### src/hw/rtl/assert_macros.svh
// ----------------------------------------------------------------------------
// assert_macros
// Assertion helpers shared by the RTL modules.
// ----------------------------------------------------------------------------
// Each use stands on a line of its own and carries no trailing semicolon.
`ifndef ASSERT_MACROS_SVH
`define ASSERT_MACROS_SVH

`ifndef ASSERT_OFF

// The property must hold at every clock edge outside reset.
`define ASSERT_PROP(lbl, clk, rstn, prop, msg) \
  lbl: assert property (@(posedge clk) disable iff (!rstn) prop) else $error(msg);

// The condition must never be true at a clock edge outside reset.
`define ASSERT_NEVER(lbl, clk, rstn, cond, msg) \
  lbl: assert property (@(posedge clk) disable iff (!rstn) !(cond)) else $error(msg);

`else

`define ASSERT_PROP(lbl, clk, rstn, prop, msg)
`define ASSERT_NEVER(lbl, clk, rstn, cond, msg)

`endif

`endif

### src/hw/rtl/atrb_pkg.sv
// ----------------------------------------------------------------------------
// atrb_pkg
// Types, constants and helper functions for the time reply decoder.
// ----------------------------------------------------------------------------
package atrb_pkg;

  localparam logic [7:0] ASCII_ZERO   = 8'h30;
  localparam logic [7:0] INVALID_YEAR = 8'h70;
  localparam logic [7:0] START_CHAR   = 8'h3A;
  localparam logic [7:0] END_CHAR     = 8'h0A;

  // Only the buffer positions that feed a result field are kept.
  localparam int unsigned NUM_SLOTS = 16;

  localparam int unsigned SLOT_WD0     = 0;
  localparam int unsigned SLOT_WD1     = 1;
  localparam int unsigned SLOT_WD2     = 2;
  localparam int unsigned SLOT_MO0     = 3;
  localparam int unsigned SLOT_MO1     = 4;
  localparam int unsigned SLOT_MO2     = 5;
  localparam int unsigned SLOT_DATE_HI = 6;
  localparam int unsigned SLOT_DATE_LO = 7;
  localparam int unsigned SLOT_HOUR_HI = 8;
  localparam int unsigned SLOT_HOUR_LO = 9;
  localparam int unsigned SLOT_MIN_HI  = 10;
  localparam int unsigned SLOT_MIN_LO  = 11;
  localparam int unsigned SLOT_SEC_HI  = 12;
  localparam int unsigned SLOT_SEC_LO  = 13;
  localparam int unsigned SLOT_YEAR_HI = 14;
  localparam int unsigned SLOT_YEAR_LO = 15;

  // Buffer position held by each slot, in slot order.
  localparam logic [5:0] SLOT_POS [NUM_SLOTS] = '{
    6'd1, 6'd2, 6'd3, 6'd5, 6'd6, 6'd7, 6'd9, 6'd10,
    6'd12, 6'd13, 6'd15, 6'd16, 6'd18, 6'd19, 6'd23, 6'd24
  };

  localparam int unsigned NUM_WEEKDAYS = 7;
  localparam int unsigned NUM_MONTHS   = 12;

  localparam logic [23:0] WEEKDAY_NAMES [NUM_WEEKDAYS] = '{
    "Mon", "Tue", "Wed", "Thu", "Fri", "Sat", "Sun"
  };

  localparam logic [23:0] MONTH_NAMES [NUM_MONTHS] = '{
    "Jan", "Feb", "Mar", "Apr", "May", "Jun",
    "Jul", "Aug", "Sep", "Oct", "Nov", "Dec"
  };

  localparam logic [4:0] MONTH_BCD [NUM_MONTHS] = '{
    5'h01, 5'h02, 5'h03, 5'h04, 5'h05, 5'h06,
    5'h07, 5'h08, 5'h09, 5'h10, 5'h11, 5'h12
  };

  // Snapshot of one finished message; unwritten positions are zero.
  typedef struct packed {
    logic [NUM_SLOTS-1:0][7:0] slots;
  } frame_t;

  typedef struct packed {
    logic [7:0] year_bcd;
    logic [4:0] month_bcd;
    logic [7:0] date_bcd;
    logic [7:0] hour_bcd;
    logic [7:0] minute_bcd;
    logic [7:0] second_bcd;
    logic [2:0] weekday_bcd;
    logic       month_found;
    logic       weekday_found;
    logic       set_clock;
  } result_t;

  // Both digits are offset with wrapping; the low digit's upper bits can
  // leak into the high nibble.
  function automatic logic [7:0] pair_bcd(input logic [7:0] hi, input logic [7:0] lo);
    logic [7:0] h;
    logic [7:0] l;
    h = hi - ASCII_ZERO;
    l = lo - ASCII_ZERO;
    return {h[3:0], 4'b0000} | l;
  endfunction

  // True when the pattern, cut at its first zero byte, occurs inside the name.
  function automatic logic name_match(input logic [23:0] name, input logic [7:0] p0,
                                      input logic [7:0] p1, input logic [7:0] p2);
    logic [7:0] n0;
    logic [7:0] n1;
    logic [7:0] n2;
    logic       hit;
    n0 = name[23:16];
    n1 = name[15:8];
    n2 = name[7:0];
    if (p0 == 8'h00) begin
      hit = 1'b1;
    end else if (p1 == 8'h00) begin
      hit = (p0 == n0) || (p0 == n1) || (p0 == n2);
    end else if (p2 == 8'h00) begin
      hit = ((p0 == n0) && (p1 == n1)) || ((p0 == n1) && (p1 == n2));
    end else begin
      hit = (p0 == n0) && (p1 == n1) && (p2 == n2);
    end
    return hit;
  endfunction

endpackage

### src/hw/rtl/atrb_capture.sv
// ----------------------------------------------------------------------------
// atrb_capture
// Hunts for the start colon, tracks the write position and keeps the bytes
// of interest. At the end of a message it loads a frame register.
// ----------------------------------------------------------------------------
`include "assert_macros.svh"

module atrb_capture import atrb_pkg::*; #(
  parameter int unsigned BUFFER_LEN = 32
) (
  input  logic       clk_i,
  input  logic       rst_ni,
  input  logic       in_valid_i,
  output logic       in_stall_o,
  input  logic [7:0] rx_byte_i,
  output logic       frame_valid_o,
  input  logic       frame_ready_i,
  output frame_t     frame_o
);

  localparam int unsigned IdxW = $clog2(BUFFER_LEN);

  logic [IdxW-1:0]  idx_q, idx_d;
  logic [IdxW:0]    idx_inc;
  logic [7:0]       cap_q [NUM_SLOTS];
  logic             frame_valid_q, frame_valid_d;
  frame_t           frame_q, frame_d;
  logic             in_acc;
  logic             store;
  logic             msg_end;

  assign in_stall_o = frame_valid_q && !frame_ready_i;
  assign in_acc     = in_valid_i && !in_stall_o;

  // Bytes before the colon are dropped.
  assign store   = in_acc && ((idx_q != '0) || (rx_byte_i == START_CHAR));
  assign idx_inc = {1'b0, idx_q} + (IdxW+1)'(1);
  assign msg_end = (rx_byte_i == END_CHAR) || (idx_inc == (IdxW+1)'(BUFFER_LEN));

  always_comb begin
    idx_d = idx_q;
    if (store) begin
      idx_d = msg_end ? '0 : idx_inc[IdxW-1:0];
    end
  end

  // Positions past the current byte were not written in this message.
  always_comb begin
    for (int k = 0; k < NUM_SLOTS; k++) begin
      if (SLOT_POS[k] == 6'(idx_q)) begin
        frame_d.slots[k] = rx_byte_i;
      end else if (SLOT_POS[k] < 6'(idx_q)) begin
        frame_d.slots[k] = cap_q[k];
      end else begin
        frame_d.slots[k] = 8'h00;
      end
    end
  end

  always_comb begin
    frame_valid_d = frame_valid_q;
    if (store && msg_end) begin
      frame_valid_d = 1'b1;
    end else if (frame_ready_i) begin
      frame_valid_d = 1'b0;
    end
  end

  always_ff @(posedge clk_i or negedge rst_ni) begin
    if (!rst_ni) begin
      idx_q         <= '0;
      frame_valid_q <= 1'b0;
    end else begin
      idx_q         <= idx_d;
      frame_valid_q <= frame_valid_d;
    end
  end

  always_ff @(posedge clk_i) begin
    for (int k = 0; k < NUM_SLOTS; k++) begin
      if (store && (SLOT_POS[k] == 6'(idx_q))) begin
        cap_q[k] <= rx_byte_i;
      end
    end
    if (store && msg_end) begin
      frame_q <= frame_d;
    end
  end

  assign frame_valid_o = frame_valid_q;
  assign frame_o       = frame_q;

  `ASSERT_PROP(a_idx_range, clk_i, rst_ni, 32'(idx_q) < BUFFER_LEN, "write index out of range")
  `ASSERT_PROP(a_end_loads_frame, clk_i, rst_ni,
               store && msg_end |=> frame_valid_q && (idx_q == '0),
               "message end did not load frame")
  `ASSERT_PROP(a_frame_hold, clk_i, rst_ni,
               frame_valid_q && !frame_ready_i |=> frame_valid_q && $stable(frame_q),
               "waiting frame changed")

endmodule

### src/hw/rtl/atrb_decode.sv
// ----------------------------------------------------------------------------
// atrb_decode
// Converts a frame into BCD fields and name indices and holds the result
// in the output register until it is taken.
// ----------------------------------------------------------------------------
`include "assert_macros.svh"

module atrb_decode import atrb_pkg::*; (
  input  logic    clk_i,
  input  logic    rst_ni,
  input  logic    frame_valid_i,
  output logic    frame_ready_o,
  input  frame_t  frame_i,
  output logic    out_valid_o,
  input  logic    out_stall_i,
  output result_t result_o
);

  result_t res;
  result_t result_q;
  logic    out_valid_q, out_valid_d;
  logic    take;

  always_comb begin
    res = '0;
    res.year_bcd   = pair_bcd(frame_i.slots[SLOT_YEAR_HI], frame_i.slots[SLOT_YEAR_LO]);
    res.date_bcd   = pair_bcd(frame_i.slots[SLOT_DATE_HI], frame_i.slots[SLOT_DATE_LO]);
    res.hour_bcd   = pair_bcd(frame_i.slots[SLOT_HOUR_HI], frame_i.slots[SLOT_HOUR_LO]);
    res.minute_bcd = pair_bcd(frame_i.slots[SLOT_MIN_HI], frame_i.slots[SLOT_MIN_LO]);
    res.second_bcd = pair_bcd(frame_i.slots[SLOT_SEC_HI], frame_i.slots[SLOT_SEC_LO]);
    res.set_clock  = (res.year_bcd != INVALID_YEAR);
    // When several names match, the later one in the list wins.
    for (int d = 0; d < NUM_WEEKDAYS; d++) begin
      if (name_match(WEEKDAY_NAMES[d], frame_i.slots[SLOT_WD0], frame_i.slots[SLOT_WD1],
                     frame_i.slots[SLOT_WD2])) begin
        res.weekday_bcd   = 3'(d + 1);
        res.weekday_found = 1'b1;
      end
    end
    for (int d = 0; d < NUM_MONTHS; d++) begin
      if (name_match(MONTH_NAMES[d], frame_i.slots[SLOT_MO0], frame_i.slots[SLOT_MO1],
                     frame_i.slots[SLOT_MO2])) begin
        res.month_bcd   = MONTH_BCD[d];
        res.month_found = 1'b1;
      end
    end
  end

  assign frame_ready_o = !out_valid_q || !out_stall_i;
  assign take          = frame_valid_i && frame_ready_o;

  always_comb begin
    out_valid_d = out_valid_q;
    if (frame_ready_o) begin
      out_valid_d = frame_valid_i;
    end
  end

  always_ff @(posedge clk_i or negedge rst_ni) begin
    if (!rst_ni) begin
      out_valid_q <= 1'b0;
    end else begin
      out_valid_q <= out_valid_d;
    end
  end

  always_ff @(posedge clk_i) begin
    if (take) begin
      result_q <= res;
    end
  end

  assign out_valid_o = out_valid_q;
  assign result_o    = result_q;

  `ASSERT_PROP(a_take_to_out, clk_i, rst_ni, take |=> out_valid_q, "taken frame did not reach output")
  `ASSERT_NEVER(a_wd_unfound, clk_i, rst_ni,
                out_valid_q && !result_q.weekday_found && (result_q.weekday_bcd != 3'd0),
                "weekday index without match")
  `ASSERT_NEVER(a_mo_found, clk_i, rst_ni,
                out_valid_q && result_q.month_found && (result_q.month_bcd == 5'd0),
                "month match with zero index")

endmodule

### src/hw/rtl/ascii_time_reply_to_bcd.sv
// ----------------------------------------------------------------------------
// ascii_time_reply_to_bcd
// Collects a serial time reply starting at a colon and decodes it into
// BCD date and time fields with weekday and month indices.
// ----------------------------------------------------------------------------
//   channel   direction   handshake                 payload
//   in        in          in_valid_i / in_stall_o   rx_byte_i
//   out       out         out_valid_o / out_stall_i year .. set_clock
//
// One byte is accepted per cycle while in_stall_o is low. A result is held
// in the frame register and then in the output register. Reset clears the
// write position and both valid flags. in_stall_o rises only while a
// finished frame waits behind a stalled output register.
// ----------------------------------------------------------------------------
module ascii_time_reply_to_bcd import atrb_pkg::*; #(
  parameter int unsigned BUFFER_LEN = 32
) (
  input  logic       clk_i,
  input  logic       rst_ni,
  input  logic       in_valid_i,
  output logic       in_stall_o,
  input  logic [7:0] rx_byte_i,
  output logic       out_valid_o,
  input  logic       out_stall_i,
  output logic [7:0] year_bcd_o,
  output logic [4:0] month_bcd_o,
  output logic [7:0] date_bcd_o,
  output logic [7:0] hour_bcd_o,
  output logic [7:0] minute_bcd_o,
  output logic [7:0] second_bcd_o,
  output logic [2:0] weekday_bcd_o,
  output logic       month_found_o,
  output logic       weekday_found_o,
  output logic       set_clock_o
);

  logic    frame_valid;
  logic    frame_ready;
  frame_t  frame;
  result_t result;

  atrb_capture #(
    .BUFFER_LEN (BUFFER_LEN)
  ) u_capture (
    .clk_i         (clk_i),
    .rst_ni        (rst_ni),
    .in_valid_i    (in_valid_i),
    .in_stall_o    (in_stall_o),
    .rx_byte_i     (rx_byte_i),
    .frame_valid_o (frame_valid),
    .frame_ready_i (frame_ready),
    .frame_o       (frame)
  );

  atrb_decode u_decode (
    .clk_i         (clk_i),
    .rst_ni        (rst_ni),
    .frame_valid_i (frame_valid),
    .frame_ready_o (frame_ready),
    .frame_i       (frame),
    .out_valid_o   (out_valid_o),
    .out_stall_i   (out_stall_i),
    .result_o      (result)
  );

  assign year_bcd_o      = result.year_bcd;
  assign month_bcd_o     = result.month_bcd;
  assign date_bcd_o      = result.date_bcd;
  assign hour_bcd_o      = result.hour_bcd;
  assign minute_bcd_o    = result.minute_bcd;
  assign second_bcd_o    = result.second_bcd;
  assign weekday_bcd_o   = result.weekday_bcd;
  assign month_found_o   = result.month_found;
  assign weekday_found_o = result.weekday_found;
  assign set_clock_o     = result.set_clock;

endmodule

### config.mk
export PLATFORM = sky130hd
export DESIGN_NAME = ascii_time_reply_to_bcd
export DESIGN_NICKNAME = d
export VERILOG_FILES = /design/src/hw/rtl/atrb_pkg.sv /design/src/hw/rtl/atrb_capture.sv /design/src/hw/rtl/atrb_decode.sv /design/src/hw/rtl/ascii_time_reply_to_bcd.sv
export VERILOG_INCLUDE_DIRS = /design/src /design/src/hw/rtl
export SDC_FILE = /design/constraint.sdc
export NUM_CORES = 1
export LEC_CHECK = 0
export ABC_AREA = 1
export BUFFER_PORTS_ARGS = -buffer_cell sky130_fd_sc_hd__buf_2
export CORE_ASPECT_RATIO = 0.5
export CORE_MARGIN = 3
export CORE_UTILIZATION = 35
export DETAILED_ROUTE_END_ITERATION = 7
export SYNTH_ARGS = -nofsm -noshare
export SYNTH_HDL_FRONTEND = slang
export SYNTH_SLANG_ARGS = --single-unit
### constraint.sdc
create_clock -name clk_i -period 8.3 [get_ports clk_i]
set_clock_uncertainty 0.15 [all_clocks]
set_input_delay 0.415 -clock clk_i [delete_from_list [all_inputs] [get_ports clk_i]]
set_output_delay 0.415 -clock clk_i [all_outputs]
set_load 0.02 [all_outputs]
=== After elaboration in Yosys (flattened, before gate mapping) ===
Memory sizes are Yosys's and may differ from the RTL's.
Cells that the tools add are included.

* Reduce and logical (&&, ||, !) cells: 167
* Muxes and demuxes: 188
* Magnitude comparators: 16
* $add $sub $neg: 11
* Bitwise operators: 5
* Equality and inequality tests: 97

{| class="wikitable"
|+ Operators by type and width
! kind !! count
|-
| 8-bit by 7-bit equality test with 1-bit output (second input constant) || 77
|-
| 8-bit 2-to-1 mux || 37
|-
| 8-bit OR reduction || 15
|-
| 1-bit 2-to-1 mux || 111
|-
| 4-bit 2-to-1 mux || 27
|-
| 1-bit logical AND || 76
|-
| 1-bit logical OR || 58
|-
| 8-bit logical NOT || 6
|-
| 8-bit bitwise OR || 5
|-
| 8-bit by 6-bit subtractor with 8-bit output (second input constant) || 5
|-
| 4-bit by 5-bit equality test with 1-bit output (first input constant) || 5
|-
| 5-bit equality test (first input constant) || 5
|-
| 4-bit by 5-bit < comparator with 1-bit output (first input constant) || 5
|-
| 5-bit < comparator (first input constant) || 5
|-
| 4-bit by 1-bit subtractor with 4-bit output (second input constant) || 5
|-
| 2-bit 2-to-1 mux || 8
|-
| 3-bit by 5-bit equality test with 1-bit output (first input constant) || 3
|-
| 3-bit by 5-bit < comparator with 1-bit output (first input constant) || 3
|-
| 3-bit 2-to-1 mux || 4
|-
| 11-bit OR reduction || 1
|-
| 2-bit by 5-bit equality test with 1-bit output (first input constant) || 2
|-
| 2-bit by 5-bit < comparator with 1-bit output (first input constant) || 2
|-
| 8-bit by 4-bit equality test with 1-bit output (second input constant) || 1
|-
| 8-bit by 6-bit equality test with 1-bit output (second input constant) || 1
|-
| 14 further kinds || 17
|}

* Output and inout bits: 53
* Register bits: 166
* RAM bits: 128
* Memories kept: 1
* Bits of input ports: 12

{| class="wikitable"
|+ Memories
! memory !! words !! bits a word !! rd ports !! clocked after Yosys merged registers in !! write ports !! line !! RTL
|-
| u_capture.cap_q || 16 || 8 || 16 || 0 || 1 || atrb_capture.sv:25 || <nowiki>logic [7:0] cap_q [NUM_SLOTS];</nowiki>
|}

=== Longest topological paths before layout ===
Gate-level depths: netlist (run 1).

* Depth in word-level cells: 26
* Depth in mapped cells: 18
* Gate-level depth less buffers: 18

=== Hierarchy ===
From an unflattened synthesis (run 1), not the netlist that was laid out.

* Cell total of the unflattened synthesis: 1197
* Area total of the unflattened synthesis: 13696.9 µm²

{| class="wikitable"
|+ By module, submodules not included
! module !! seq. area each (µm²) !! area each (µm²) !! cells an instance !! instances
|-
| atrb_capture || 7837.5 || 9897.0 || 676 || 1
|-
| atrb_decode || 1556.5 || 3799.9 || 521 || 1
|}

=== Worst setup path before layout (run 1) ===
OpenSTA, ideal clock, no wires.

* Path kind: register to register
* From: register u_capture.idx_q[1]
* To: register u_capture.frame_q, in the netlist u_capture.frame_o[0] (enable)
* Data arrival time: 6.075 ns
* Period minus slack after synthesis: 6.802 ns
* Setup time: 0.577 ns
* Data required time: 7.573 ns
* Slack: 1.498 ns
* Path buffers: 2
* Cell stages (with the launch flop): 9
* Cells stage by stage: dfrtp_1 -> clkbuf_1 -> inv_1 -> ha_1 -> nand2_2 -> inv_1 -> a31o_2 -> buf_2 -> nor2_1

* Cells in the longest elaborated chain, start to end: 4
* Elaborated cells between the ends (all ways): 7

{| class="wikitable"
|+ RTL lines
! item !! line !! RTL
|-
| from (decl) || atrb_capture.sv:23 || <nowiki>logic [IdxW-1:0] idx_q, idx_d;</nowiki>
|-
| from (signal assigned) || atrb_capture.sv:74 || <nowiki>idx_q <= idx_d;</nowiki>
|-
| 5-bit by 1-bit adder with 6-bit output / 5-bit nonzero test (equally long branches) || atrb_capture.sv:37, atrb_capture.sv:36 ||
|-
| 6-bit equality test / 1-bit logical OR (equally long branches) || atrb_capture.sv:38, atrb_capture.sv:36 ||
|-
| 1-bit logical OR / 1-bit logical AND (equally long branches) || atrb_capture.sv:38, atrb_capture.sv:36 ||
|-
| 1-bit logical AND (*) || atrb_capture.sv:85 || <nowiki>if (store && msg_end) begin</nowiki>
|-
| to (signal assigned) || atrb_capture.sv:86 || <nowiki>frame_q <= frame_d;</nowiki>
|-
| to (decl) || atrb_capture.sv:27 || <nowiki>frame_t frame_q, frame_d;</nowiki>
|}

Mark *: on every way between the ends. The rest lies on a longest branch, timed or not.
A chain may end at the register's enable or synchronous reset.

=== Worst setup path in the final report (run 1) ===
* From: register u_capture.idx_q[2]
* To: register u_capture.frame_q, in the netlist u_capture.frame_o[98] (enable)

The elaborated chain is that of the path after synthesis.

==> results of run 1 <==
[per-layer routing]
layer | vias to the layer above | part of all wire [%] | wire, µm | GRT usage, %
li1 | 4070 | - | - | -
met1 | 4013 | 46 | 13300 | 21.7
met2 | 263 | 46 | 13400 | 25.5
met3 | 42 | 6.2 | 1790 | 2.56
met4 | 0 | 1.7 | 482 | 3.25
met5 | - | 0 | 0 | 0
[through the flow]
stage	hold slack, ps	util, %	worst slack (ps)	total power [mW]	area (µm²)
2_1_floorplan	-30.6	-	1500	1.97	12200
3_3_place_gp	131	38.7	4040	2.11	13000
3_5_place_dp	131	38.7	3910	2.11	13000
4_1_cts	76.3	41.9	4230	3.57	14100
5_1_grt	106	41.9	3860	3.69	14100
6_report	93.1	41.9	4190	3.54	14100
[power breakdown]
group	internal [mW]	switching (mW)	leakage, nW
sequential	1.61	0.0431	2.52
combinational	0.111	0.333	2.33
clock	0.917	0.533	0.516
total	2.63	0.909	5.36
[logic make-up after synthesis]
kind of cell / count (synthesis)
xor+xnor: 4
flops: 274
buf+inv: 161
simple gates: 465
fa+ha+maj: 8
compound gates: 194
[registers in the layout (all words and copies together), names as in the netlist]
signal and cells:
u_capture.cap_q 108, u_capture.frame_o 108, u_decode.result_o 51, u_capture.idx_q 5, u_capture.frame_valid_o 1, u_decode.out_valid_o 1
[synthesized netlist by cell type, types with 2 or more instances]
| cell type | number | share of area, % |
|---|---|---|
| a211oi_1 | 2 | 0.12 |
| o311ai_0 | 2 | 0.14 |
| nor2_4 | 3 | 0.28 |
| nor2_1 | 105 | 3.2 |
| nor3_4 | 2 | 0.27 |
| nor3_1 | 18 | 0.74 |
| nor3_2 | 2 | 0.16 |
| xor2_1 | 4 | 0.29 |
| edfxtp_1 | 267 | 66 |
| nor2_2 | 8 | 0.41 |
| o21ai_1 | 6 | 0.25 |
| nand3_1 | 91 | 3.7 |
| ha_1 | 8 | 0.82 |
| o211ai_1 | 3 | 0.18 |
| buf_2 | 4 | 0.16 |
| o21ai_0 | 98 | 4.0 |
| clkbuf_1 | 17 | 0.52 |
| o31ai_1 | 4 | 0.25 |
| nand3_2 | 2 | 0.16 |
| a21oi_1 | 32 | 1.3 |
| inv_2 | 5 | 0.15 |
| or2_2 | 11 | 0.57 |
| inv_1 | 132 | 4.1 |
| nand2_4 | 2 | 0.18 |
| nand4_1 | 22 | 1.1 |
| nand2_2 | 6 | 0.31 |
| a31oi_1 | 2 | 0.10 |
| o22ai_1 | 39 | 2.0 |
| a21oi_2 | 2 | 0.14 |
| nand2_1 | 178 | 5.5 |
| buf_4 | 2 | 0.12 |
| dfrtp_1 | 7 | 1.4 |
| nor4_1 | 9 | 0.46 |
[final timing paths]
check | start | end | cells past startpoint
worst max-delay path | u_capture.idx_q[2]$_DFFE_PN0P_ | u_capture.frame_o[98]$_DFFE_PP_ | 6
worst min-delay path | rst_ni | u_capture.frame_valid_o$_DFFE_PN0P_ | 2
worst max register to register | u_capture.idx_q[2]$_DFFE_PN0P_ | u_capture.frame_o[98]$_DFFE_PP_ | 6
worst min register to register | u_capture.frame_o[75]$_DFFE_PP_ | u_decode.result_o[25]$_DFFE_PP_ | 0
max in group asynchronous | rst_ni | u_decode.out_valid_o$_DFFE_PN0N_ | 2
min in group clk_i | rx_byte_i[4] | u_capture.cap_q[1][60]$_DFFE_PP_ | 1
[worst max-delay path: cells and delay by family, from the launching register on]
kind	cells	cell delay [ps]
AND/OR/NAND/NOR	2	1170
buffers and inverters	3	1130
flip-flops	1	730
AO/OA/AOI/OAI	1	440
[area by class of cell]
cell class	instances	area share (%)
Sequential cell	274	58.1
Multi-Input combinational cell	671	24.0
Clock buffer	32	4.93
Tap cell	465	4.13
Inverter	137	3.65
Clock inverter	18	2.59
Timing Repair Buffer	69	2.58
Antenna cell	1	0.0178
==> impl_metrics.ini, run 1 <==
[floorplan]
core_region_area_um2 = 33600
die_y_um = 138
ioPinCount = 65
rows = 47
start_util_pct = 36.2
die_x_um = 270
dieArea_um2 = 37200

[drt]
drt-vias-per-instance = 5.03
firstDrtPassIters = 6
vias = 8388
drtIter0Drc = 1131
drt_wl_total_um = 29100
postRouteAntennaNets = 0
drc = 0
drt-wirelength-per-cell_um = 17.4

[global_routing]
first_global_vias = 7822
grt_antenna_before_repair = 1
grt_pass1_wl_um = 44400
grt_max_degree = 70
grt_usage_pct = 15.4
grt-ovfl-total = 0

[logic_synthesis]
avgSynthCellArea_um2 = 11.0
async_flop_share_pct = 2.55
synth_cell_types = 44
synthesis.nets = 1126
synth-xor-area-share_pct = 0.288
synth-seq-cells = 274
synthMuxAreaShare_pct = 0
synth_compound_area_share_pct = 8.82
synthFlopType = edfxtp_1
ys_seq_area_share_pct = 67.3
synth_fa_ha_area_share_pct = 0.822
synth_top_family_by_area = simple AND/OR/NAND/NOR gates
syn_area_um2 = 12200
synth-edff-count = 267
ys_warn_count = 0
synthSimpleGateAreaFrac_pct = 17.7
synthCells = 1106

[setup_path]
arrival_ps = 4140
cpMostUsedCell = inv_1
crit_chain = inv_1 -> nand2_2 -> inv_1 -> a31o_2 -> nor2_4 -> buf_4
rrSetupSlack_ps = 4190
start_kind = flip-flop
cp-end-kind = flip-flop
cp.required_ps = 8330
cp_slowest_stage_delay_ps = 940
worst-setup-path-type = flip-flop to flip-flop
cp_slowest_cell = nor2_4
cp_max_fo = 69

[pwr]
power_density_nw_per_um2 = 251
leakagePower_nw = 5.36
vdd_drop_max_v = 0.000166

[hold_path]
min_path_type = primary input to async pin

[clock_network]
clk_pin_slew_ps = 60
cts_buffers = 27
cts-root-buf = clkbuf_16
htreeDepth = 1
cts_hold_buffers = 2
clock_latency_ps = 550
clock_path_buffers = 3
cts_tree = built
post-cts-setup-buffers = 0
cts_resized = 0
cts_num_sinks = 274

[finish]
final_layout_size_suffix_gt1_share_pct = 13.3
synthToLayoutAreaGrowth_pct = 15.7
multi_input_area_um2 = 3380
fillCellCount = 3184
layout_common_cells = edfxtp_1 (267), nand2_1 (178), inv_1 (132), nor2_1 (104), o21ai_0 (98)
ff_latch_area_um2 = 8190
fin_cells = 1667
final_common_cell = edfxtp_1
finalNetCount = 1200

[sta]
setup_viol = 0
worst_pin_slew_ps = 1170
period_minus_slack_ps = 4110
rsz0062_at_grt = false
relSlewSlack_pct = 21.6
clock.fmax_ghz = 0.243
hold_viol = 0
finalMaxSlewViolations = 0
finalSetupTns_ps = 0
fin_crit_sh_pct = 49.5

[status]
status = complete, no violations

[place]
dp_hpwl_um = 19800
dp.cells = 1614
gp_congestion = 0.888
io_buffers = 64

[flow_run]
maxCapViolCount = 0
No activity file was read; power rests on OpenSTA's default activity.
==> run 2: changes to the inputs <==
--- a/config.mk
+++ b/config.mk
@@ -6,7 +6,7 @@
 export SDC_FILE = /design/constraint.sdc
 export NUM_CORES = 1
 export LEC_CHECK = 0
-export ABC_AREA = 1
+export ABC_AREA = 0
 export BUFFER_PORTS_ARGS = -buffer_cell sky130_fd_sc_hd__buf_2
 export CORE_ASPECT_RATIO = 0.5
 export CORE_MARGIN = 3
==> constraint.sdc (replaced) <==
create_clock -name clk_i -period 4.3 [get_ports clk_i]
set_clock_uncertainty 0.15 [all_clocks]
set_input_delay 0.215 -clock clk_i [delete_from_list [all_inputs] [get_ports clk_i]]
set_output_delay 0.215 -clock clk_i [all_outputs]
set_load 0.02 [all_outputs]
==> run 2 against run 1 <==
Largest cell class unchanged; count of clock-buffer cells in the layout down 4; utilization is 0.44 points lower; sequential cell count unchanged; largest power group unchanged; highest routed layer unchanged; critical endpoint is now u_decode.result_o[2]$_SDFFCE_PP1P_; clock power grew 56%.
==> impl_metrics.ini, run 2 <==
[drt]
drtIter0Drc = 709
vias = 8186
firstDrtPassIters = 5
drt-wirelength-per-cell_um = 19.8
drc = 0
postRouteAntennaNets = 0
drt-vias-per-instance = 5.49
drt_wl_total_um = 29500

[status]
status = complete, no violations

[setup_path]
r2r_end = u_decode.result_o[2]$_SDFFCE_PP1P_
start_kind = flip-flop
cp_max_fo = 18
cp-end-kind = flip-flop
arrival_ps = 3360
cp.required_ps = 4420
reg2regPathDepth = 7
r2r_start = u_capture.frame_o[26]$_DFFE_PP_
worst-setup-path-type = flip-flop to flip-flop
rrSetupSlack_ps = 1050

[hold_path]
holdPathStages = 1
hold_end = u_capture.cap_q[0][22]$_DFFE_PP_
min_path_type = primary input to flip-flop
hp-start = rx_byte_i[6]

[sta]
fin_crit_sh_pct = 75.5
clock.fmax_ghz = 0.308
relSlewSlack_pct = 28.4
finalMaxSlewViolations = 0
finalSetupTns_ps = 0
worst_pin_slew_ps = 1070
setup_viol = 0
layout_setup_ws_ps = 1050
rsz0062_at_grt = false
hold_viol = 0
period_minus_slack_ps = 3250

[clock_network]
clock_path_buffers = 3
cts_num_sinks = 274
cts_tree = built
clock_latency_ps = 550
cts-root-buf = clkbuf_16
cts_buffers = 26
clk_pin_slew_ps = 70
htreeDepth = 1

[pwr]
combPwrFrac_pct = 16.3
leakagePower_nw = 4.75
switching_share_pct = 27.4
power_mw = 6.61
power_density_nw_per_um2 = 470
intPower_mw = 4.80
vdd_drop_max_v = 0.000309
p_seq_share_pct = 49.5
p_switching_mw = 1.81
clkPwrFrac_pct = 34.2

[logic_synthesis]
netlist.top_cell.by_area = edfxtp_1
synth-seq-cells = 274
synthFlopType = edfxtp_1
synth_top_area_share_pct = 64.9
syn_area_um2 = 12400
ys_warn_count = 0
synthTopCellsByCount = edfxtp_1 (267), nand2_1 (91), a22o_1 (80)
avgSynthCellArea_um2 = 13.1
yosys-top-cells-area = edfxtp_1 (65%), a22o_1 (5.7%), nand2_1 (2.8%), nor2_1 (2.0%), nand3_1 (1.5%)
synth-edff-count = 267
synthCells = 945
synthesis.nets = 965
ys_seq_area_share_pct = 66.3
synth.most_common_cell = edfxtp_1
async_flop_share_pct = 2.55
synth_cell_types = 85

[place]
dp.cells = 1444
io_buffers = 64
gp_congestion = 0.880
dp_hpwl_um = 19300
place_ws_ps = 1090

[finish]
fin_cells = 1490
layout_common_cells = edfxtp_1 (267), nand2_1 (91), a22o_1 (80), nor2_1 (66), buf_2 (64)
antenna_cells = 0
synthToLayoutAreaGrowth_pct = 13.8
finalNetCount = 1030
final_common_cell = edfxtp_1
final_layout_size_suffix_gt1_share_pct = 15.1

[floorplan]
start_util_pct = 36.4
die_y_um = 139
die_x_um = 272
rows = 47
dieArea_um2 = 37700
core_region_area_um2 = 33900
ioPinCount = 65

[global_routing]
grt-ovfl-total = 0
grt_usage_pct = 15.3
grt_pass1_wl_um = 45600
grt_max_degree = 67
grt_antenna_before_repair = 0
first_global_vias = 7807

[flow_run]
maxCapViolCount = 0
## run 2: logic make-up (layout without fill, tap and decap cells)
group	count (synthesis)	after routing	synth area share (%)
muxes	3	3	0.263
buffers and inverters	60	140	2.22
AOI/OAI and AO/OA	211	211	13.0
xor gates and xnor gates	10	10	0.709
adders and majority gates	8	8	0.810
DFF	274	274	66.3
and+or+nand+nor	379	379	16.7
## run 2: stage by stage
step	area [µm²]	util, %	hold slack, ps
floorplan	12400	-	-231
detailed placement	13200	38.9	-72.2
global route	14100	41.5	66.1
CTS	14100	41.5	40.8
global placement	13200	38.9	-74.7
finish	14100	41.5	55.3
## run 2: how the worst max path moves through the flow
stage	cells past startpoint	endpoint	start
2_1_floorplan	7	u_capture.frame_o[0]$_DFFE_PP_	u_capture.idx_q[0]$_DFFE_PN0P_
3_3_place_gp	7	u_decode.result_o[39]$_SDFFCE_PP1P_	u_capture.frame_o[45]$_DFFE_PP_
3_5_place_dp	7	u_decode.result_o[2]$_SDFFCE_PP1P_	u_capture.frame_o[26]$_DFFE_PP_
4_1_cts	7	u_decode.result_o[2]$_SDFFCE_PP1P_	u_capture.frame_o[26]$_DFFE_PP_
5_1_grt	6	u_capture.cap_q[0][47]$_DFFE_PP_	u_capture.idx_q[0]$_DFFE_PN0P_
6_report	7	u_decode.result_o[2]$_SDFFCE_PP1P_	u_capture.frame_o[26]$_DFFE_PP_
## run 2: worst max-delay path, cell delays in order (launching register included)
cell,delay (ps)
edfxtp_1,690
or2_4,270
or3_4,140
nor3_1,70
o32ai_1,450
o2111ai_1,250
or4b_1,540
or4_1,410
## run 2: routing by layer
metal / global-route usage, % / vias to the layer above / routed length, µm
li1: - / 3842 / -
met3: 2.70 / 47 / 1580
met5: 0 / - / 0
met2: 24.5 / 253 / 13800
met1: 21.4 / 4044 / 13500
met4: 4.40 / 0 / 609
## run 2: cell type report
class,count,area (µm²)
clock buffer,28,658
clock inverter,15,189
fill,3123,19900
inverter,11,41.3
multi-input combinational,611,3910
sequential,274,8190
tap,465,582
timing repair buffer,86,493
## run 2: power groups by stage
stage / registers, mW / clock network (mW) / logic (mW)
after CTS: 3.27 / 2.32 / 1.07
after global routing: 3.28 / 2.44 / 1.19
final: 3.27 / 2.26 / 1.08
after floorplan: 3.23 / 0 / 0.819
after detailed placement: 3.32 / 0 / 1.06
after global placement: 3.31 / 0 / 1.04
## run 2: timing repair
action,CTS,global route
hold buffers,3,0
resized for setup,0,0
endpoints found under the hold margin,9,0
setup buffers,0,0
setup endpoints to repair,0,0
